File: config.mk
export PLATFORM = sky130hd
export DESIGN_NAME = ctc_greedy_decoder_core
export DESIGN_NICKNAME = d
export VERILOG_FILES = /design/src/hdl/ctcgd_pkg.sv /design/src/hdl/ctcgd_front.sv /design/src/hdl/ctcgd_fifo.sv /design/src/hdl/ctcgd_back.sv /design/src/hdl/ctc_greedy_decoder_core.sv
export VERILOG_INCLUDE_DIRS = /design/src /design/src/hdl
export SDC_FILE = /design/constraint.sdc
export NUM_CORES = 1
export LEC_CHECK = 0
export BUFFER_PORTS_ARGS = -buffer_cell sky130_fd_sc_hd__buf_2
export CORE_MARGIN = 5
export CORE_UTILIZATION = 50
export CTS_CLUSTER_SIZE = 28
export DETAILED_ROUTE_END_ITERATION = 12
export PLACE_DENSITY = 0.67
export SYNTH_ARGS = -nofsm -noshare
export SYNTH_HDL_FRONTEND = slang
export SYNTH_SLANG_ARGS = --single-unit
File: constraint.sdc
create_clock -name clk_i -period 7.85 [get_ports clk_i]
set_input_delay 0.785 -clock clk_i [delete_from_list [all_inputs] [get_ports clk_i]]
set_output_delay 0.785 -clock clk_i [all_outputs]
set_load 0.1 [all_outputs]
File: src/hdl/ctc_greedy_decoder_core_assert.svh
// Assertion macros shared by the CTC greedy decoder RTL files.
// No dependencies; the bodies are empty when SYNTHESIS is defined.
`ifndef CTC_GREEDY_DECODER_CORE_ASSERT_SVH
`define CTC_GREEDY_DECODER_CORE_ASSERT_SVH
`ifndef SYNTHESIS
// Property checked on every rising clock edge outside of reset.
`define CTCGD_ASSERT(lbl, clk, rst_n, prop, msg) \
  lbl: assert property (@(posedge clk) disable iff (!rst_n) prop) else $error(msg);
// Property checked on every rising clock edge, also during reset.
`define CTCGD_ASSERT_ALWAYS(lbl, clk, prop, msg) \
  lbl: assert property (@(posedge clk) prop) else $error(msg);
`else
`define CTCGD_ASSERT(lbl, clk, rst_n, prop, msg)
`define CTCGD_ASSERT_ALWAYS(lbl, clk, prop, msg)
`endif
`endif

File: src/hdl/ctcgd_pkg.sv
// Types and constants of the CTC greedy decoder.
// No dependencies; imported by every module of the block.
`default_nettype none
package ctcgd_pkg;

  // Configuration port geometry.
  localparam int unsigned CFG_DATA_W   = 16;
  localparam int unsigned CFG_INDEX_W  = 2;
  localparam int unsigned CFG_COUNT_W  = 14;
  localparam int unsigned THRESHOLD_W  = 16;

  // Depth of the step record queue between front and back.
  localparam int unsigned REC_FIFO_DEPTH = 4;

  // Register reset values.
  localparam logic [CFG_COUNT_W-1:0] NUM_CLASSES_RST     = 14'd2;
  localparam logic [CFG_COUNT_W-1:0] DICTIONARY_SIZE_RST = 14'd2;
  localparam logic [THRESHOLD_W-1:0] THRESHOLD_RST       = 16'd2458;

  // Register indexes.
  typedef enum logic [CFG_INDEX_W-1:0] {
    REG_NUM_CLASSES     = 2'd0,
    REG_DICTIONARY_SIZE = 2'd1,
    REG_MIN_SCORE       = 2'd2
  } cfg_reg_e;

  // Current configuration as seen by front and back.
  typedef struct packed {
    logic        [CFG_COUNT_W-1:0] num_classes;
    logic        [CFG_COUNT_W-1:0] dictionary_size;
    logic signed [THRESHOLD_W-1:0] min_score;
  } cfg_t;

endpackage
`default_nettype wire

File: src/hdl/ctcgd_front.sv
// Front end: accepts class scores, tracks each step's argmax, and emits one
// step record at the last score of every step. Depends on ctcgd_pkg.
`default_nettype none
module ctcgd_front import ctcgd_pkg::*; #(
  parameter int unsigned MAX_CLASSES = 8192,
  parameter int unsigned SCORE_WIDTH = 16,
  parameter int unsigned IDX_W       = 13
) (
  input  wire                          clk_i,
  input  wire                          rst_ni,
  input  cfg_t                         cfg_i,
  input  wire logic signed [SCORE_WIDTH-1:0] score_i,
  input  wire                          last_step_i,
  input  wire                          in_valid_i,
  output logic                         in_ready_o,
  input  wire                          rec_full_i,
  output logic                         rec_push_o,
  output logic        [IDX_W-1:0]      rec_index_o,
  output logic signed [SCORE_WIDTH-1:0] rec_score_o,
  output logic                         rec_final_o
);

  localparam int unsigned CNT_W = $clog2(MAX_CLASSES + 1);
  localparam int unsigned CMP_W = ((CNT_W > CFG_COUNT_W) ? CNT_W : CFG_COUNT_W) + 1;

  logic        [IDX_W-1:0]       counter_q, counter_d;
  logic signed [SCORE_WIDTH-1:0] best_score_q, best_score_d;
  logic        [IDX_W-1:0]       best_index_q, best_index_d;
  logic        [CMP_W-1:0]       n_raw, n_eff, pos_next;
  logic                          take, end_of_step, accept;

  // Clamp the class count to the range one to MAX_CLASSES.
  always_comb begin
    n_raw = CMP_W'(cfg_i.num_classes);
    if (n_raw == '0) begin
      n_eff = CMP_W'(1);
    end else if (n_raw > CMP_W'(MAX_CLASSES)) begin
      n_eff = CMP_W'(MAX_CLASSES);
    end else begin
      n_eff = n_raw;
    end
  end

  assign pos_next    = CMP_W'(counter_q) + CMP_W'(1);
  assign end_of_step = (pos_next >= n_eff);
  assign in_ready_o  = !rec_full_i;
  assign accept      = in_valid_i && in_ready_o;

  // Running argmax; a strictly greater score replaces, so the first tie wins.
  assign take = (counter_q == '0) || (score_i > best_score_q);

  always_comb begin
    counter_d    = counter_q;
    best_score_d = best_score_q;
    best_index_d = best_index_q;
    if (accept) begin
      if (take) begin
        best_score_d = score_i;
        best_index_d = counter_q;
      end
      counter_d = end_of_step ? '0 : counter_q + IDX_W'(1);
    end
  end

  // The step record carries the argmax including the current score.
  assign rec_push_o  = accept && end_of_step;
  assign rec_index_o = best_index_d;
  assign rec_score_o = best_score_d;
  assign rec_final_o = last_step_i;

  always_ff @(posedge clk_i or negedge rst_ni) begin
    if (!rst_ni) begin
      counter_q    <= '0;
      best_score_q <= '0;
      best_index_q <= '0;
    end else begin
      counter_q    <= counter_d;
      best_score_q <= best_score_d;
      best_index_q <= best_index_d;
    end
  end

endmodule
`default_nettype wire

File: src/hdl/ctcgd_fifo.sv
// Short register queue that decouples the argmax front from the back end.
// Depends on ctcgd_pkg and the assertion macro header.
`default_nettype none
`include "ctc_greedy_decoder_core_assert.svh"
module ctcgd_fifo import ctcgd_pkg::*; #(
  parameter int unsigned WIDTH = 30,
  parameter int unsigned DEPTH = 4
) (
  input  wire              clk_i,
  input  wire              rst_ni,
  input  wire              push_i,
  input  wire [WIDTH-1:0]  wdata_i,
  output logic             full_o,
  input  wire              pop_i,
  output logic             valid_o,
  output logic [WIDTH-1:0] rdata_o
);

  localparam int unsigned PTR_W = (DEPTH > 1) ? $clog2(DEPTH) : 1;
  localparam int unsigned CNT_W = $clog2(DEPTH + 1);

  logic [WIDTH-1:0] mem_q [DEPTH];
  logic [PTR_W-1:0] wptr_q, wptr_d, rptr_q, rptr_d;
  logic [CNT_W-1:0] count_q, count_d;
  logic             do_push, do_pop;

  assign full_o  = (count_q == CNT_W'(DEPTH));
  assign valid_o = (count_q != '0);
  assign rdata_o = mem_q[rptr_q];
  assign do_push = push_i && !full_o;
  assign do_pop  = pop_i && valid_o;

  // Pointer and fill count update.
  always_comb begin
    wptr_d  = wptr_q;
    rptr_d  = rptr_q;
    count_d = count_q;
    if (do_push) begin
      wptr_d = (wptr_q == PTR_W'(DEPTH - 1)) ? '0 : wptr_q + PTR_W'(1);
    end
    if (do_pop) begin
      rptr_d = (rptr_q == PTR_W'(DEPTH - 1)) ? '0 : rptr_q + PTR_W'(1);
    end
    if (do_push && !do_pop) begin
      count_d = count_q + CNT_W'(1);
    end else if (do_pop && !do_push) begin
      count_d = count_q - CNT_W'(1);
    end
  end

  always_ff @(posedge clk_i or negedge rst_ni) begin
    if (!rst_ni) begin
      wptr_q  <= '0;
      rptr_q  <= '0;
      count_q <= '0;
    end else begin
      wptr_q  <= wptr_d;
      rptr_q  <= rptr_d;
      count_q <= count_d;
    end
  end

  // Storage needs no reset.
  always_ff @(posedge clk_i) begin
    if (do_push) begin
      mem_q[wptr_q] <= wdata_i;
    end
  end

  `CTCGD_ASSERT(a_no_push_full, clk_i, rst_ni, push_i |-> !full_o, "push into full queue")
  `CTCGD_ASSERT(a_no_pop_empty, clk_i, rst_ni, pop_i |-> valid_o, "pop from empty queue")
  `CTCGD_ASSERT_ALWAYS(a_count_range, clk_i, count_q <= CNT_W'(DEPTH), "fill count out of range")

endmodule
`default_nettype wire

File: src/hdl/ctcgd_back.sv
// Back end: turns step records into character and verdict results, keeps
// the per-sequence state and the output register. Depends on ctcgd_pkg.
`default_nettype none
`include "ctc_greedy_decoder_core_assert.svh"
module ctcgd_back import ctcgd_pkg::*; #(
  parameter int unsigned SCORE_WIDTH = 16,
  parameter int unsigned IDX_W       = 13
) (
  input  wire                          clk_i,
  input  wire                          rst_ni,
  input  cfg_t                         cfg_i,
  input  wire                          rec_valid_i,
  input  wire        [IDX_W-1:0]       rec_index_i,
  input  wire logic signed [SCORE_WIDTH-1:0] rec_score_i,
  input  wire                          rec_final_i,
  output logic                         rec_pop_o,
  output logic                         out_valid_o,
  input  wire                          out_ready_i,
  output logic        [IDX_W-1:0]      char_index_o,
  output logic                         is_verdict_o,
  output logic                         accepted_o,
  output logic                         last_o
);

  localparam int unsigned CMP_W = ((IDX_W > CFG_COUNT_W) ? IDX_W : CFG_COUNT_W) + 1;
  localparam int unsigned TH_W  = ((SCORE_WIDTH > THRESHOLD_W) ? SCORE_WIDTH : THRESHOLD_W) + 1;
  localparam logic signed [SCORE_WIDTH-1:0] SCORE_MIN = {1'b1, {(SCORE_WIDTH - 1){1'b0}}};

  // Sequence state.
  logic        [IDX_W-1:0]       prev_q, prev_d;
  logic                          any_q, any_d;
  logic signed [SCORE_WIDTH-1:0] best_q, best_d;
  // A verdict that waits behind a character result.
  logic                          pend_q, pend_d;
  logic                          pend_acc_q, pend_acc_d;
  // Output register.
  logic                          out_valid_q, out_valid_d;
  logic        [IDX_W-1:0]       out_char_q, out_char_d;
  logic                          out_verdict_q, out_verdict_d;
  logic                          out_acc_q, out_acc_d;

  logic                          slot_free, pop, emit, any_upd, ok;
  logic signed [SCORE_WIDTH-1:0] best_upd;

  assign slot_free = !out_valid_q || out_ready_i;
  assign pop       = rec_valid_i && slot_free && !pend_q;
  assign rec_pop_o = pop;

  // Emission rule and the verdict that follows on the final step.
  assign emit = (rec_index_i != '0) &&
                (CMP_W'(rec_index_i) < CMP_W'(cfg_i.dictionary_size)) &&
                (rec_index_i != prev_q);
  assign best_upd = (emit && (rec_score_i > best_q)) ? rec_score_i : best_q;
  assign any_upd  = any_q || emit;
  assign ok       = any_upd &&
                    (TH_W'(best_upd) >= TH_W'(cfg_i.min_score));

  // Sequence state update.
  always_comb begin
    prev_d = prev_q;
    any_d  = any_q;
    best_d = best_q;
    if (pop) begin
      if (rec_final_i) begin
        prev_d = '0;
        any_d  = 1'b0;
        best_d = SCORE_MIN;
      end else begin
        prev_d = rec_index_i;
        any_d  = any_upd;
        best_d = best_upd;
      end
    end
  end

  // Output register and pending verdict.
  always_comb begin
    out_valid_d   = out_valid_q;
    out_char_d    = out_char_q;
    out_verdict_d = out_verdict_q;
    out_acc_d     = out_acc_q;
    pend_d        = pend_q;
    pend_acc_d    = pend_acc_q;
    if (slot_free) begin
      out_valid_d = 1'b0;
      if (pend_q) begin
        out_valid_d   = 1'b1;
        out_char_d    = '0;
        out_verdict_d = 1'b1;
        out_acc_d     = pend_acc_q;
        pend_d        = 1'b0;
      end else if (pop && emit) begin
        out_valid_d   = 1'b1;
        out_char_d    = rec_index_i;
        out_verdict_d = 1'b0;
        out_acc_d     = 1'b0;
        pend_d        = rec_final_i;
        pend_acc_d    = ok;
      end else if (pop && rec_final_i) begin
        out_valid_d   = 1'b1;
        out_char_d    = '0;
        out_verdict_d = 1'b1;
        out_acc_d     = ok;
      end
    end
  end

  always_ff @(posedge clk_i or negedge rst_ni) begin
    if (!rst_ni) begin
      prev_q      <= '0;
      any_q       <= 1'b0;
      best_q      <= SCORE_MIN;
      pend_q      <= 1'b0;
      out_valid_q <= 1'b0;
    end else begin
      prev_q      <= prev_d;
      any_q       <= any_d;
      best_q      <= best_d;
      pend_q      <= pend_d;
      out_valid_q <= out_valid_d;
    end
  end

  // Payload registers need no reset.
  always_ff @(posedge clk_i) begin
    pend_acc_q    <= pend_acc_d;
    out_char_q    <= out_char_d;
    out_verdict_q <= out_verdict_d;
    out_acc_q     <= out_acc_d;
  end

  assign out_valid_o  = out_valid_q;
  assign char_index_o = out_char_q;
  assign is_verdict_o = out_verdict_q;
  assign accepted_o   = out_acc_q;
  assign last_o       = out_verdict_q;

  `CTCGD_ASSERT(a_pend_behind_char, clk_i, rst_ni,
                pend_q |-> (out_valid_q && !out_verdict_q), "pending verdict without character")
  `CTCGD_ASSERT(a_new_sequence, clk_i, rst_ni,
                (pop && rec_final_i) |=> (!any_q && prev_q == '0), "sequence not restarted")
  `CTCGD_ASSERT(a_verdict_char_zero, clk_i, rst_ni,
                (out_valid_q && out_verdict_q) |-> (out_char_q == '0), "verdict carries an index")

endmodule
`default_nettype wire

File: src/hdl/ctc_greedy_decoder_core.sv
// CTC greedy decoder top level; instantiates ctcgd_front, ctcgd_fifo and ctcgd_back.
// Results pass through the step record queue and then the output register; a verdict that
// follows a character waits in a pending register until the character has been taken.
// Throughput: one score per cycle and at most one result per cycle; the input stalls only
// when the four-record queue is full, which happens only while the output is held off.
// Reset: asynchronous, active low; clears all control state and loads the register defaults.
`default_nettype none
module ctc_greedy_decoder_core import ctcgd_pkg::*; #(
  parameter int unsigned MAX_CLASSES = 8192,
  parameter int unsigned SCORE_WIDTH = 16
) (
  input  wire                                clk_i,
  input  wire                                rst_ni,
  input  wire                                cfg_we_i,
  input  wire        [CFG_INDEX_W-1:0]       cfg_index_i,
  input  wire        [CFG_DATA_W-1:0]        cfg_wdata_i,
  input  wire                                in_valid_i,
  output logic                               in_ready_o,
  input  wire logic signed [SCORE_WIDTH-1:0] score_i,
  input  wire                                last_step_i,
  output logic                               out_valid_o,
  input  wire                                out_ready_i,
  output logic       [$clog2(MAX_CLASSES)-1:0] char_index_o,
  output logic                               is_verdict_o,
  output logic                               accepted_o,
  output logic                               last_o
);

  localparam int unsigned IDX_W = $clog2(MAX_CLASSES);
  localparam int unsigned REC_W = IDX_W + SCORE_WIDTH + 1;

  cfg_t cfg_q, cfg_d;

  // Configuration writes; indexes beyond the list are ignored.
  always_comb begin
    cfg_d = cfg_q;
    if (cfg_we_i) begin
      case (cfg_index_i)
        REG_NUM_CLASSES:     cfg_d.num_classes = cfg_wdata_i[CFG_COUNT_W-1:0];
        REG_DICTIONARY_SIZE: cfg_d.dictionary_size = cfg_wdata_i[CFG_COUNT_W-1:0];
        REG_MIN_SCORE:       cfg_d.min_score = cfg_wdata_i[THRESHOLD_W-1:0];
        default: ;
      endcase
    end
  end

  always_ff @(posedge clk_i or negedge rst_ni) begin
    if (!rst_ni) begin
      cfg_q.num_classes     <= NUM_CLASSES_RST;
      cfg_q.dictionary_size <= DICTIONARY_SIZE_RST;
      cfg_q.min_score       <= THRESHOLD_RST;
    end else begin
      cfg_q <= cfg_d;
    end
  end

  logic                          rec_full, rec_push, rec_final, rec_pop, rec_valid;
  logic        [IDX_W-1:0]       rec_index;
  logic signed [SCORE_WIDTH-1:0] rec_score;
  logic        [REC_W-1:0]       rec_rdata;

  // Argmax front.
  ctcgd_front #(
    .MAX_CLASSES (MAX_CLASSES),
    .SCORE_WIDTH (SCORE_WIDTH),
    .IDX_W       (IDX_W)
  ) u_front (
    .clk_i       (clk_i),
    .rst_ni      (rst_ni),
    .cfg_i       (cfg_q),
    .score_i     (score_i),
    .last_step_i (last_step_i),
    .in_valid_i  (in_valid_i),
    .in_ready_o  (in_ready_o),
    .rec_full_i  (rec_full),
    .rec_push_o  (rec_push),
    .rec_index_o (rec_index),
    .rec_score_o (rec_score),
    .rec_final_o (rec_final)
  );

  // Step record queue.
  ctcgd_fifo #(
    .WIDTH (REC_W),
    .DEPTH (REC_FIFO_DEPTH)
  ) u_fifo (
    .clk_i   (clk_i),
    .rst_ni  (rst_ni),
    .push_i  (rec_push),
    .wdata_i ({rec_final, rec_score, rec_index}),
    .full_o  (rec_full),
    .pop_i   (rec_pop),
    .valid_o (rec_valid),
    .rdata_o (rec_rdata)
  );

  // Result generation.
  ctcgd_back #(
    .SCORE_WIDTH (SCORE_WIDTH),
    .IDX_W       (IDX_W)
  ) u_back (
    .clk_i        (clk_i),
    .rst_ni       (rst_ni),
    .cfg_i        (cfg_q),
    .rec_valid_i  (rec_valid),
    .rec_index_i  (rec_rdata[IDX_W-1:0]),
    .rec_score_i  (rec_rdata[IDX_W +: SCORE_WIDTH]),
    .rec_final_i  (rec_rdata[REC_W-1]),
    .rec_pop_o    (rec_pop),
    .out_valid_o  (out_valid_o),
    .out_ready_i  (out_ready_i),
    .char_index_o (char_index_o),
    .is_verdict_o (is_verdict_o),
    .accepted_o   (accepted_o),
    .last_o       (last_o)
  );

endmodule
`default_nettype wire

==> Word level (Yosys, flattened, before mapping) <==
Memory sizes are Yosys's and may differ from the RTL's.
Index checks and enable logic that the tools add are counted.
{ "word_totals": {"out_inout_bits": 18, "ramBits": 120, "memories": 1, "elab_cells": 101, "mem_bits_ro": 0, "in_bits": 40, "latchBits": 0, "regBits": 141} }
{ "mem_list": {"columns": ["name", "depth", "width", "rd", "rd_clocked_by_memory_dff", "write_ports", "line", "source"], "rows": [
  ["u_fifo.mem_q", 4, 30, 1, 0, 1, "ctcgd_fifo.sv:22", "logic [WIDTH-1:0] mem_q [DEPTH];"]
]} }
{ "classes": {"reduce_logical": 34, "n_mul": 0, "eq_ne": 6, "order_cmp": 6, "n_div": 0, "bitwise_logic": 1, "n_mux": 29, "shift": 0, "addsub": 6} }
{ "op_table": {"columns": ["operator", "count"], "rows": [
  ["$mux W13", 6],
  ["$mux W16", 4],
  ["$gt A16 B16 Y1", 2],
  ["$mux W14", 2],
  ["$ge A16 B16 Y1", 1],
  ["$ge A15 B14 Y1", 1],
  ["$add A13 B1 Y14 const B", 1],
  ["$gt A14 B14 Y1 const B", 1],
  ["$logic_and A1 B1 Y1", 14],
  ["$logic_not A14 Y1", 1],
  ["$lt A13 B14 Y1", 1],
  ["$add A13 B1 Y13 const B", 1],
  ["$logic_not A13 Y1", 1],
  ["$mux W1", 13],
  ["$ne A13 B13 Y1", 1],
  ["$reduce_bool A13 Y1", 1],
  ["$reduce_and A2 Y1", 4],
  ["$eq A2 B2 Y1 const B", 3],
  ["$mux W3", 2],
  ["$reduce_bool A3 Y1", 2],
  ["$logic_not A1 Y1", 5],
  ["$add A2 B1 Y2 const B", 2],
  ["$mux W2", 2],
  ["$add A3 B1 Y3 const B", 1],
  ["8 further kinds", 10]
]} }

==> Logic depth before layout (Yosys ltp) <==
Gate-level depths: netlist of the first run.
An unclocked memory read counts as a cell.
{ "depth": {"ltp_word": 11, "mapped_depth": 24, "depth_no_buf": 20} }

==> Cells and area by module <==
From an unflattened synthesis of the first run, not the netlist that was laid out.
{ "unflattened": {"hier_cells": 1033, "hier_area_um2": 13257.7} }
{ "by_module_without_submodules": {"columns": ["mod", "instances", "seq_area_each_um2", "area_each_um2", "cells_each"], "rows": [
  ["ctcgd_fifo", 1, 3778.6, 4842.1, 194],
  ["ctcgd_back", 1, 1282.5, 3659.8, 395],
  ["ctcgd_front", 1, 1051.0, 3083.0, 350],
  ["ctc_greedy_decoder_core", 1, 1111.1, 1672.9, 94]
]} }

==> Worst setup path after synthesis of the first run <==
Ideal clock, no wire load.
{ "synth_timing": {"kind": "reg2reg", "from": "register u_fifo.rptr_q[0]", "to": "register u_back.out_acc_q, in the netlist u_back.accepted_o, data pin", "n_path_buf": 6, "slack_ps": 2050, "arrival_time_ps": 5620, "required_time_ps": 7670, "stages_incl_launch_ff": 24, "setup_time_ps": 180, "period_less_slack_ps": 5800, "path_cell_list": "dfrtp_1 buf_6 buf_6 buf_1 buf_2 mux4_2 ha_1 nand4_1 nor3_1 o21ai_0 a41o_1 a22o_1 or2_1 buf_6 buf_8 mux2_4 ha_1 nand4_1 or4_1 a21oi_1 a2111oi_0 xnor2_1 o21a_1 o41ai_2"} }
{ "synth_between": {"elab_chain_cells": 11, "elab_cells_between_ends": 16, "classes_between": "3 x order compare; 1 x eq/ne; 4 x mux; 7 x reduce/logical; 1 x memory"} }
{ "synth_lines": {"columns": ["element", "line", "source"], "rows": [
  ["start: declaration", "ctcgd_fifo.sv:23", "logic [PTR_W-1:0] wptr_q, wptr_d, rptr_q, rptr_d;"],
  ["start signal: assignment", "ctcgd_fifo.sv:58", "rptr_q <= rptr_d;"],
  ["$mem_v2 Z4 W30 (*)", null, null],
  ["$lt A13 B14 Y1 / $reduce_bool A13 Y1 (equally long branches)", "ctcgd_back.sv:51, ctcgd_back.sv:50", null],
  ["$logic_and A1 B1 Y1", "ctcgd_back.sv:50", "assign emit = (rec_index_i != '0) &&"],
  ["$logic_and A1 B1 Y1", "ctcgd_back.sv:51", "(CMP_W'(rec_index_i) < CMP_W'(cfg_i.dictionary_size)) &&"],
  ["$logic_and A1 B1 Y1", "ctcgd_back.sv:53", "assign best_upd = (emit && (rec_score_i > best_q)) ? rec_score_i : best_q;"],
  ["$mux W16", "ctcgd_back.sv:53", null],
  ["$ge A16 B16 Y1", "ctcgd_back.sv:56", "(TH_W'(best_upd) >= TH_W'(cfg_i.min_score));"],
  ["$logic_and A1 B1 Y1", "ctcgd_back.sv:55", "assign ok = any_upd &&"],
  ["$mux W1", "ctcgd_back.sv:99", "end else if (pop && rec_final_i) begin"],
  ["$mux W1 (*)", "ctcgd_back.sv:92", "end else if (pop && emit) begin"],
  ["$mux W1 (*)", "ctcgd_back.sv:86", "if (pend_q) begin"],
  ["end signal: assignment", "ctcgd_back.sv:129", "out_acc_q <= out_acc_d;"],
  ["end: declaration", "ctcgd_back.sv:40", "logic out_acc_q, out_acc_d;"]
]} }
Every way passes the cells marked *; elsewhere a longest branch is shown, timed or not. The select of a mux whose other input is x is not followed.
A chain may end at the register's enable or synchronous reset.

==> Worst setup path after layout of the first run <==
{ "layout_timing": {"from": "register u_fifo.rptr_q[0]", "to": "register u_back.out_acc_q, in the netlist u_back.accepted_o, data pin"} }
{ "layout_between": {"elab_chain_cells": 11, "elab_cells_between_ends": 16, "classes_between": "3 x order compare; 1 x eq/ne; 4 x mux; 7 x reduce/logical; 1 x memory"} }
{ "layout_lines": {"columns": ["element", "line", "source"], "rows": [
  ["$mem_v2 Z4 W30 (*)", null, null],
  ["net rec_rdata[4]", "ctc_greedy_decoder_core.sv:60", "logic [REC_W-1:0] rec_rdata;"],
  ["$lt A13 B14 Y1 / $reduce_bool A13 Y1 (equally long branches)", "ctcgd_back.sv:51, ctcgd_back.sv:50", null],
  ["$logic_and A1 B1 Y1", "ctcgd_back.sv:50", null],
  ["$logic_and A1 B1 Y1 (*)", "ctcgd_back.sv:51", null],
  ["$logic_and A1 B1 Y1", "ctcgd_back.sv:53", null],
  ["$mux W16", "ctcgd_back.sv:53", null],
  ["$ge A16 B16 Y1", "ctcgd_back.sv:56", null],
  ["$logic_and A1 B1 Y1", "ctcgd_back.sv:55", null],
  ["$mux W1", "ctcgd_back.sv:99", null],
  ["$mux W1 (*)", "ctcgd_back.sv:92", null],
  ["$mux W1 (*)", "ctcgd_back.sv:86", null]
]} }
Mark *: on every way through the listed nets, which the timed path passes. The rest lies on a longest branch. The select of a mux whose other input is x is not followed.

==> impl_metrics.py, run 1 <==
metrics = {
    "worst_hold_path": {
        "hold_class": "in2async",
    },
    "final_layout": {
        "finalNonFillerCells": 1431,
        "synthToLayoutAreaGrowth_pct": 12.5,
        "design_area_sq_um": 14600,
        "antennaDiodeCount": 0,
        "nets": 1202,
        "drive_gt1_share_pct": 22.6,
        "utilization_pct": 57.5,
    },
    "routing": {
        "vias": 8073,
        "drt_iter0_markers": 620,
        "ant_nets": 0,
        "routedWlPerCell_um": 19.4,
        "vias_per_cell": 5.64,
        "firstDrtPassIters": 6,
        "drc": 0,
        "wl_um": 27700,
    },
    "global_routing": {
        "grt_first_pass_wirelength_um": 44800,
        "track_usage_pct": 19.5,
        "grt_busiest_layer": "met2",
        "grtUsageMet1_pct": 29.1,
        "grt_pass1_vias": 8049,
        "antenna_found_initial": 0,
        "use_met3_pct": 2.96,
        "gr-total-overflow": 0,
        "grt_use_met2_pct": 30.0,
        "grt_max_degree": 71,
    },
    "sta": {
        "tightest_slew_ps": 998,
        "min_period_over_period_pct": 76.0,
        "finalClockSkew_ps": 18.1,
        "setup-violations-final": 0,
        "rsz0062_at_grt": "no",
        "slew_violations": 0,
        "final.setup.tns_ps": 0,
        "fin_crit_ps": 5970,
        "holdWs_ps": 365,
        "fmax_ghz": 0.168,
        "max_slew_margin_pct": 33.5,
        "hold_violations": 0,
    },
    "die": {
        "initial_core_util_pct": 51.1,
        "dieArea_sq_um": 29200,
        "fp.dieH_um": 171,
        "io_pins": 58,
        "die_x_um": 171,
        "rows": 58,
        "fp.coreArea_sq_um": 25300,
    },
    "power": {
        "seqPwrFrac_pct": 32.4,
        "leakage_uw": 0.00610,
        "p_per_area_nw_per_um2": 439,
        "switchingPower_uw": 2580,
        "pwr-share-comb_pct": 46.1,
        "p_int_uw": 3810,
        "sw_frac_of_total_pct": 40.4,
        "max-vdd-ir-drop_v": 0.000438,
        "p_clk_share_pct": 21.5,
    },
    "worst_setup_path": {
        "cp_top_family": "simple AND/OR/NAND/NOR gates",
        "reg2reg_depth": 18,
        "timing.rr.start": "u_fifo.rptr_q[0]$_DFFE_PN0P_",
        "cpMostUsedCell": "ha_1",
        "required_ps": 8210,
        "slowest_stage": "or2_1",
        "path_class": "reg2reg",
        "crit_buf_inv": 1,
        "cp_max_fo": 37,
        "cp_num_cells": 18,
        "cp-start-kind": "flop",
        "r2r_setup_slack_ps": 1880,
        "critPathMaxStageDelay_ps": 730,
        "worstSetupEndpointType": "flop",
        "r2r-end": "u_back.accepted_o$_DFFE_PP_",
        "crit_arrival_ps": 6330,
        "worstPathCellList": "mux4_2, ha_1, and4_1, o211ai_2, a311oi_1, a211oi_2, o21ai_2, buf_4, or2_1, mux2_4, ha_1, nand4_1, or4_1, a21oi_1, a2111oi_0, xnor2_1, o21a_1, o41ai_2",
    },
    "synthesis": {
        "synth_fp_nets": 1141,
        "post_synth.cell_area_avg_sq_um": 12.7,
        "synth_area_sq_um": 12900,
        "yosysMostFrequentCell": "edfxtp_1",
        "yosysSeqAreaShare_pct": 55.8,
        "synthArstFlopShare_pct": 47.9,
        "synth_cell_types": 65,
        "yosys.area.top_type": "edfxtp_1",
        "syn-instance-count": 1018,
        "ys_top_cells_by_area": "edfxtp_1 (32%), dfrtp_1 (22%), ha_1 (7.9%)",
        "synth_top_flop_cell": "edfxtp_1",
        "synth_top_area_share_pct": 31.6,
        "synth_warnings": 0,
        "synthTopCellsByCount": "edfxtp_1 (136), dfrtp_1 (116), nand2_1 (99), inv_1 (87), ha_1 (82)",
        "ys_ff_latch": 261,
        "synth-edff-count": 136,
    },
    "cts": {
        "cts-root-buf": "clkbuf_16",
        "post_cts_resized": 0,
        "post_cts_buffers": 0,
        "clkLatencyLatePin_ps": 540,
        "cts_buffers": 28,
        "htreeDepth": 1,
        "cts.sinks": 261,
        "cts_tree": "built",
        "clock_path_buffers": 3,
        "ctsHoldBuffers": 0,
        "clk_pin_slew_worst_paths_ps": 60,
    },
    "placement": {
        "place_area_sq_um": 13600,
        "dp.cells": 1379,
        "place_congestion": 0.866,
        "portBuffers": 57,
        "dpl.hpwl_um": 19400,
    },
    "outcome": {
        "outcome": "complete, no violations",
    },
    "job": {
        "cap_viol_max_count": 0,
    },
}
## placed cells by master (no fill, tap or decap), types with 20 or more instances in the layout
| cell type | n |
|---|---|
| inv_1 | 87 |
| clkbuf_16 | 29 |
| nor3_1 | 21 |
| mux2_2 | 70 |
| nand2_1 | 99 |
| buf_2 | 56 |
| nand3_1 | 33 |
| ha_1 | 82 |
| a21oi_1 | 20 |
| edfxtp_1 | 136 |
| nor2_1 | 33 |
| dfrtp_1 | 115 |
| mux4_2 | 28 |
## sequential cells by signal, summed over array words and instances, names as in the netlist
signal	flops
cfg_q	44
u_back.accepted_o	1
u_back.any_q	1
u_back.best_q	16
u_back.char_index_o	13
u_back.is_verdict_o	1
u_back.out_valid_o	1
u_back.pend_acc_q	1
u_back.pend_q	1
u_back.prev_q	13
u_fifo.count_q	3
u_fifo.mem_q	120
u_fifo.rptr_q	2
u_fifo.wptr_q	2
u_front.best_index_q	13
u_front.best_score_q	16
u_front.counter_q	13
## stage by stage
step / worst slack [ps] / power, uW
finish: 1880 / 6380
global route: 1480 / 6820
CTS: 1860 / 6420
detailed placement: 1890 / 5030
global placement: 2000 / 4950
floorplan: 2050 / 4360
## per-layer routing
metal	part of all wire, %	vias up
li1	-	3838
met1	46	3998
met2	45	203
met3	6.2	34
met4	2.4	0
met5	0	-
## cells by family after synthesis
family / Yosys count / synth area share [%]
AOI/OAI and AO/OA: 116 / 6.22
buffers and inverters: 131 / 4.15
DFF: 261 / 55.8
muxes: 120 / 13.0
adders and majority gates: 83 / 8.08
and+or+nand+nor: 279 / 10.8
xor gates and xnor gates: 28 / 1.90
## layout make-up
cell class | instances | area (sq um)
Tap cell | 330 | 413
Multi-Input combinational cell | 626 | 5200
Clock inverter | 20 | 224
Clock buffer | 32 | 747
Inverter | 89 | 334
Sequential cell | 261 | 7220
Fill cell | 2039 | 10800
Timing Repair Buffer | 73 | 408
## how the worst max path moves through the flow
stage                                       startpoint                     endpoint  slack [ps]
after floorplan           u_fifo.rptr_q[0]$_DFFE_PN0P_  u_back.accepted_o$_DFFE_PP_        2050
after detailed placement  u_fifo.rptr_q[0]$_DFFE_PN0P_  u_back.accepted_o$_DFFE_PP_        1890
final                     u_fifo.rptr_q[0]$_DFFE_PN0P_  u_back.accepted_o$_DFFE_PP_        1880
after CTS                 u_fifo.rptr_q[0]$_DFFE_PN0P_  u_back.accepted_o$_DFFE_PP_        1860
after global routing      u_fifo.rptr_q[0]$_DFFE_PN0P_  u_back.accepted_o$_DFFE_PP_        1480
after global placement    u_fifo.rptr_q[0]$_DFFE_PN0P_  u_back.accepted_o$_DFFE_PP_        2000
## power groups by stage
| stage | clock network (uW) | registers (uW) | logic [uW] |
|---|---|---|---|
| 2_1_floorplan | 0 | 2340 | 2030 |
| 3_3_place_gp | 0 | 2090 | 2860 |
| 3_5_place_dp | 0 | 2100 | 2930 |
| 4_1_cts | 1400 | 2070 | 2950 |
| 5_1_grt | 1460 | 2110 | 3250 |
| 6_report | 1370 | 2070 | 2940 |
No activity file was read; power rests on OpenSTA's default activity.
==> run 2: changes to the inputs <==
--- a/config.mk
+++ b/config.mk
@@ -6,6 +6,7 @@
 export SDC_FILE = /design/constraint.sdc
 export NUM_CORES = 1
 export LEC_CHECK = 0
+export ABC_AREA = 1
 export BUFFER_PORTS_ARGS = -buffer_cell sky130_fd_sc_hd__buf_2
 export CORE_MARGIN = 5
 export CORE_UTILIZATION = 50
==> constraint.sdc (replaced) <==
create_clock -name clk_i -period 5.7 [get_ports clk_i]
set_input_delay 0.57 -clock clk_i [delete_from_list [all_inputs] [get_ports clk_i]]
set_output_delay 0.57 -clock clk_i [all_outputs]
set_load 0.1 [all_outputs]
==> impl_metrics.py, run 2 <==
metrics = {
    "outcome": {
        "outcome": "complete, no violations",
    },
    "synthesis": {
        "synth_area_sq_um": 13000,
        "synth-edff-count": 136,
        "yosysMostFrequentCell": "nand2_1",
        "yosysSeqAreaShare_pct": 55.5,
        "synth_top_flop_cell": "edfxtp_1",
        "post_synth.cell_area_avg_sq_um": 9.58,
        "synth_warnings": 0,
        "yosys.area.top_type": "edfxtp_1",
        "synth_fp_nets": 1482,
        "syn-instance-count": 1359,
        "synthArstFlopShare_pct": 47.9,
        "ys_top_cells_by_area": "edfxtp_1 (31%), dfrtp_1 (22%), nand2_1 (9.8%)",
        "ys_ff_latch": 261,
        "synth_top_area_share_pct": 31.4,
        "synthTopCellsByCount": "nand2_1 (341), inv_1 (188), edfxtp_1 (136), dfrtp_1 (116), nand3_1 (84)",
        "synth_cell_types": 46,
    },
    "sta": {
        "max_slew_margin_pct": 32.4,
        "fin_crit_ps": 4640,
        "rsz0062_at_grt": "no",
        "finalClockSkew_ps": 9.19,
        "hold_violations": 0,
        "final.setup.tns_ps": 0,
        "setup-violations-final": 0,
        "fmax_ghz": 0.215,
        "tightest_slew_ps": 1010,
        "min_period_over_period_pct": 81.5,
        "slew_violations": 0,
    },
    "global_routing": {
        "grt_max_degree": 70,
        "track_usage_pct": 20.3,
        "gr-total-overflow": 0,
        "antenna_found_initial": 0,
        "grt_pass1_vias": 9048,
        "grt_first_pass_wirelength_um": 47900,
    },
    "final_layout": {
        "top_register": "u_fifo.mem_q",
        "antennaDiodeCount": 0,
        "design_area_sq_um": 14500,
        "top_regs": "u_fifo.mem_q: 120 flops, cfg_q: 44 flops",
        "largest_reg_flops": 120,
        "synthToLayoutAreaGrowth_pct": 11.4,
        "nets": 1540,
        "layout_commonest_cell": "nand2_1",
        "utilization_pct": 56.1,
        "drive_gt1_share_pct": 12.9,
        "final_cell_mix": "nand2_1 (341), inv_1 (188), edfxtp_1 (136)",
    },
    "power": {
        "leakage_uw": 0.00673,
        "p_per_area_nw_per_um2": 650,
        "max-vdd-ir-drop_v": 0.000526,
    },
    "die": {
        "die_x_um": 171,
        "fp.dieH_um": 171,
        "initial_core_util_pct": 50.4,
        "fp.coreArea_sq_um": 25800,
        "rows": 59,
        "io_pins": 58,
        "dieArea_sq_um": 29400,
    },
    "worst_setup_path": {
        "required_ps": 5980,
        "crit_arrival_ps": 4930,
        "cp_max_fo": 46,
        "worstSetupEndpointType": "flop",
        "path_class": "reg2reg",
        "cp-start-kind": "flop",
    },
    "cts": {
        "clock_path_buffers": 3,
        "clk_pin_slew_worst_paths_ps": 60,
        "cts.sinks": 261,
        "post_cts_resized": 0,
        "cts_buffers": 28,
        "post_cts_buffers": 0,
        "htreeDepth": 1,
        "cts_tree": "built",
        "ctsHoldBuffers": 0,
        "clkLatencyLatePin_ps": 540,
        "cts-root-buf": "clkbuf_16",
    },
    "routing": {
        "ant_nets": 0,
        "drc": 0,
        "firstDrtPassIters": 7,
        "vias": 9371,
        "wl_um": 29900,
        "routedWlPerCell_um": 16.9,
        "vias_per_cell": 5.28,
        "drt_iter0_markers": 851,
    },
    "placement": {
        "place_congestion": 0.840,
        "portBuffers": 57,
        "dpl.hpwl_um": 21000,
        "place_area_sq_um": 13600,
    },
    "worst_hold_path": {
        "hold_class": "in2async",
    },
    "job": {
        "cap_viol_max_count": 0,
    },
}
run 2: cell count changes in the layout (fill, tap and decap cells not counted), moves of 28 or more:
cell	delta
o21ai_0	+64
a21oi_1	+30
mux2_2	-69
nand2_1	+242
nand3_1	+51
inv_1	+101
mux4_2	-28
run 2: final timing paths:
| path | from | cells after the start | slack [ps] | end |
|---|---|---|---|---|
| worst max-delay path | u_fifo.rptr_q[1]$_DFFE_PN0P_ | 27 | 1060 | u_back.accepted_o$_DFFE_PP_ |
| worst min-delay path | rst_ni | 1 | 110 | u_back.prev_q[8]$_DFFE_PN0P_ |
| worst max register to register | u_fifo.rptr_q[1]$_DFFE_PN0P_ | 27 | 1060 | u_back.accepted_o$_DFFE_PP_ |
| worst min register to register | cfg_q[27]$_DFFE_PN0P_ | 2 | 490 | cfg_q[27]$_DFFE_PN0P_ |
| max in group asynchronous | rst_ni | 2 | 4200 | u_back.best_q[6]$_DFFE_PN0P_ |
| min in group clk_i | last_step_i | 1 | 260 | u_fifo.mem_q[1][29]$_DFFE_PP_ |
run 2: where the power goes:
| part | internal (uW) | leakage (uW) | switching [uW] | total [uW] |
|---|---|---|---|---|
| clock network | 978 | 0.000439 | 749 | 1730 |
| logic | 1470 | 0.00346 | 3330 | 4800 |
| registers | 2670 | 0.00283 | 229 | 2900 |
run 2: worst max-delay path, cell delays in order (launching register included):
cell	delay, ps
dfrtp_1	380
inv_2	660
nand3_2	180
nand2_2	170
inv_1	60
ha_1	290
nand2_1	80
inv_1	40
o21ai_0	140
a21oi_1	80
nor2_1	80
inv_1	70
nor2_4	100
nand2_2	100
nor2_4	460
nand3_1	160
and2_1	200
ha_1	290
a21oi_1	150
o21ai_0	100
nand2_1	60
o211ai_1	80
nand2_1	90
nand2_1	50
nand2_1	60
nand3_1	60
o21ai_0	90
o21ai_0	100
run 2: metal layers:
metal | GRT usage [%] | wire, um | up-vias
li1 | - | - | 4652
met5 | 0 | 0 | -
met1 | 30.5 | 14400 | 4486
met3 | 2.21 | 1440 | 30
met4 | 3.75 | 358 | 0
met2 | 32.6 | 13700 | 203
run 2: cells by family after synthesis:
group                    Yosys count  share of synthesized area, %
AND/OR/NAND/NOR                  569                          19.6
AO/OA/AOI/OAI                    196                          8.46
adder cells (fa/ha/maj)           83                          8.04
multiplexers                       2                         0.163
buffers and inverters            239                          7.63
XOR/XNOR                           9                         0.606
flip-flops                       261                          55.5
run 2: area by class of cell:
class	instances	area, sq um
clock buffers	37	786
clock inverters	15	98.8
fillers	2227	11300
inverters	193	729
multi-input cells	859	4820
flip-flops and latches	261	7220
well taps	335	419
repair buffers	74	428
run 2: metrics by stage:
step | std cells | hold WS, ps | total power, uW | setup slack, ps
after floorplan | 1359 | 274 | 6580 | 1550
after global placement | 1722 | 469 | 7550 | 1150
after detailed placement | 1722 | 477 | 7700 | 1040
after CTS | 1774 | 137 | 9470 | 1030
after global routing | 1774 | 175 | 10200 | 511
final | 1774 | 110 | 9430 | 1060
==> run 3: changes to the inputs <==
--- a/config.mk
+++ b/config.mk
@@ -12,7 +12,7 @@
 export CORE_UTILIZATION = 50
 export CTS_CLUSTER_SIZE = 28
 export DETAILED_ROUTE_END_ITERATION = 12
-export PLACE_DENSITY = 0.67
+export PLACE_DENSITY = 0.69
 export SYNTH_ARGS = -nofsm -noshare
 export SYNTH_HDL_FRONTEND = slang
 export SYNTH_SLANG_ARGS = --single-unit
==> constraint.sdc (replaced) <==
create_clock -name clk_i -period 3.8 [get_ports clk_i]
set_input_delay 0.38 -clock clk_i [delete_from_list [all_inputs] [get_ports clk_i]]
set_output_delay 0.38 -clock clk_i [all_outputs]
set_load 0.1 [all_outputs]
==> impl_metrics.py, run 3 (same netlist as run 2, synthesis figures left out) <==
metrics = {
    "outcome": {
        "outcome": "complete, but fails checks",
        "failed_checks": "negative setup slack",
    },
    "worst_setup_path": {
        "worstSetupEndpointType": "flop",
        "slowest_stage": "dfrtp_2",
        "crit_buf_inv": 7,
        "crit_arrival_ps": 4300,
        "cp_max_fo": 8,
        "required_ps": 4090,
        "critPathMaxStageDelay_ps": 420,
        "path_class": "reg2reg",
        "cp_top_family": "simple AND/OR/NAND/NOR gates",
        "cp-start-kind": "flop",
    },
    "global_routing": {
        "antenna_found_initial": 0,
        "grt_first_pass_wirelength_um": 52400,
        "gr-total-overflow": 0,
        "grt_pass1_vias": 9864,
        "grt_max_degree": 72,
        "track_usage_pct": 22.3,
    },
    "final_layout": {
        "top_register": "u_fifo.mem_q",
        "layout_commonest_cell": "nand2_1",
        "nets": 1678,
        "top_regs": "u_fifo.mem_q: 120 flops, cfg_q: 44 flops",
        "antennaDiodeCount": 0,
        "fill_cells": 1867,
        "synthToLayoutAreaGrowth_pct": 31.6,
        "largest_reg_flops": 120,
        "final_cell_mix": "nand2_1 (293), inv_1 (176), edfxtp_1 (136)",
        "design_area_sq_um": 17100,
        "drive_gt1_share_pct": 31.6,
    },
    "sta": {
        "setup-violations-final": 3,
        "slew_violations": 0,
        "hold_violations": 0,
        "finalClockSkew_ps": 9.39,
        "max_slew_margin_pct": 30.6,
        "fmax_ghz": 0.249,
        "layout_setup_ws_ps": -209,
        "fin_crit_ps": 4010,
        "rsz0062_at_grt": "yes",
        "tightest_slew_ps": 1040,
        "min_period_over_period_pct": 106,
    },
    "routing": {
        "wl_um": 35500,
        "routedWlPerCell_um": 18.6,
        "firstDrtPassIters": 5,
        "vias": 10400,
        "vias_per_cell": 5.41,
        "ant_nets": 0,
        "drc": 0,
        "drt_iter0_markers": 775,
    },
    "die": {
        "rows": 59,
        "dieArea_sq_um": 29400,
        "initial_core_util_pct": 50.4,
        "fp.dieH_um": 171,
        "io_pins": 58,
        "fp.coreArea_sq_um": 25800,
        "die_x_um": 171,
    },
    "cts": {
        "cts_buffers": 28,
        "cts-root-buf": "clkbuf_16",
        "clk_pin_slew_worst_paths_ps": 60,
        "cts.sinks": 261,
        "htreeDepth": 1,
        "clock_path_buffers": 3,
        "clkLatencyLatePin_ps": 540,
        "cts_tree": "built",
    },
    "placement": {
        "place_congestion": 0.858,
        "dpl.hpwl_um": 21400,
        "place_area_sq_um": 14300,
        "portBuffers": 57,
    },
    "worst_hold_path": {
        "hold_class": "in2async",
    },
    "job": {
        "cap_viol_max_count": 0,
    },
}
## run 3: changes by cell type in the layout (fill, tap and decap cells not counted), sizes merged
cell | before | now
clkinvlp | 2 | 3
inv | 197 | 192
clkinv | 9 | 15
bufinv | 0 | 2
buf | 74 | 208
## run 3: layer usage
metal | part of all wire (%) | vias to the layer above | global-route usage (%)
met5 | 0 | - | 0
met4 | 2.4 | 0 | 5.68
met3 | 6.6 | 66 | 3.19
met2 | 48 | 360 | 35.9
met1 | 43 | 5009 | 32.1
li1 | - | 4918 | -
## run 3: what timing repair did
| action | 4_1_cts | 5_1_grt |
|---|---|---|
| gates cloned | 7 | 4 |
| setup endpoints to repair | 3 | 4 |
| setup buffers | 40 | 25 |
| hold buffers | 0 | 0 |
| gates resized for setup | 89 | 174 |
| pin swaps | 35 | 114 |
## run 3: layout make-up
class                           count  area, sq um  share of cell area, %
Clock inverter                     18          144                  0.840
Tap cell                          335          419                   2.45
Inverter                          193          758                   4.43
Clock buffer                       34          744                   4.35
Timing Repair Buffer              211         1870                   10.9
Sequential cell                   261         7220                   42.2
Timing Repair inverter              1         16.3                 0.0950
Multi-Input combinational cell    859         5940                   34.7
## run 3: per-stage QoR
stage          setup TNS, ps  utilization [%]  hold WS, ps  setup slack (ps)  std cells
2_1_floorplan         -34040                -         84.4              -283       1359
3_3_place_gp            -344             55.4          470              -195       1792
3_5_place_dp            -417             55.4          479              -231       1792
4_1_cts                 -219             62.5         31.6              -124       1889
5_1_grt                -1130             66.3         39.7              -433       1912
6_report                -409             66.3         25.0              -209       1912
## run 3: path summary, 6_finish.rpt
| kind | start | end | slack (ps) | cells after the start |
|---|---|---|---|---|
| setup / recovery | u_fifo.rptr_q[0]$_DFFE_PN0P_ | u_back.accepted_o$_DFFE_PP_ | -210 | 28 |
| hold / removal | rst_ni | u_front.best_index_q[6]$_DFF_PN0_ | 30 | 1 |
| setup reg to reg | u_fifo.rptr_q[0]$_DFFE_PN0P_ | u_back.accepted_o$_DFFE_PP_ | -210 | 28 |
| hold reg to reg | cfg_q[23]$_DFFE_PN0P_ | cfg_q[23]$_DFFE_PN0P_ | 490 | 2 |
| max in group asynchronous | rst_ni | cfg_q[7]$_DFFE_PN1P_ | 2880 | 2 |
| min in group clk_i | last_step_i | u_fifo.mem_q[2][29]$_DFFE_PP_ | 50 | 1 |
Power of run 3 is left out: the tool's default activity adds up to more than one toggle a clock period on the data nets, which glitch-free logic cannot reach.
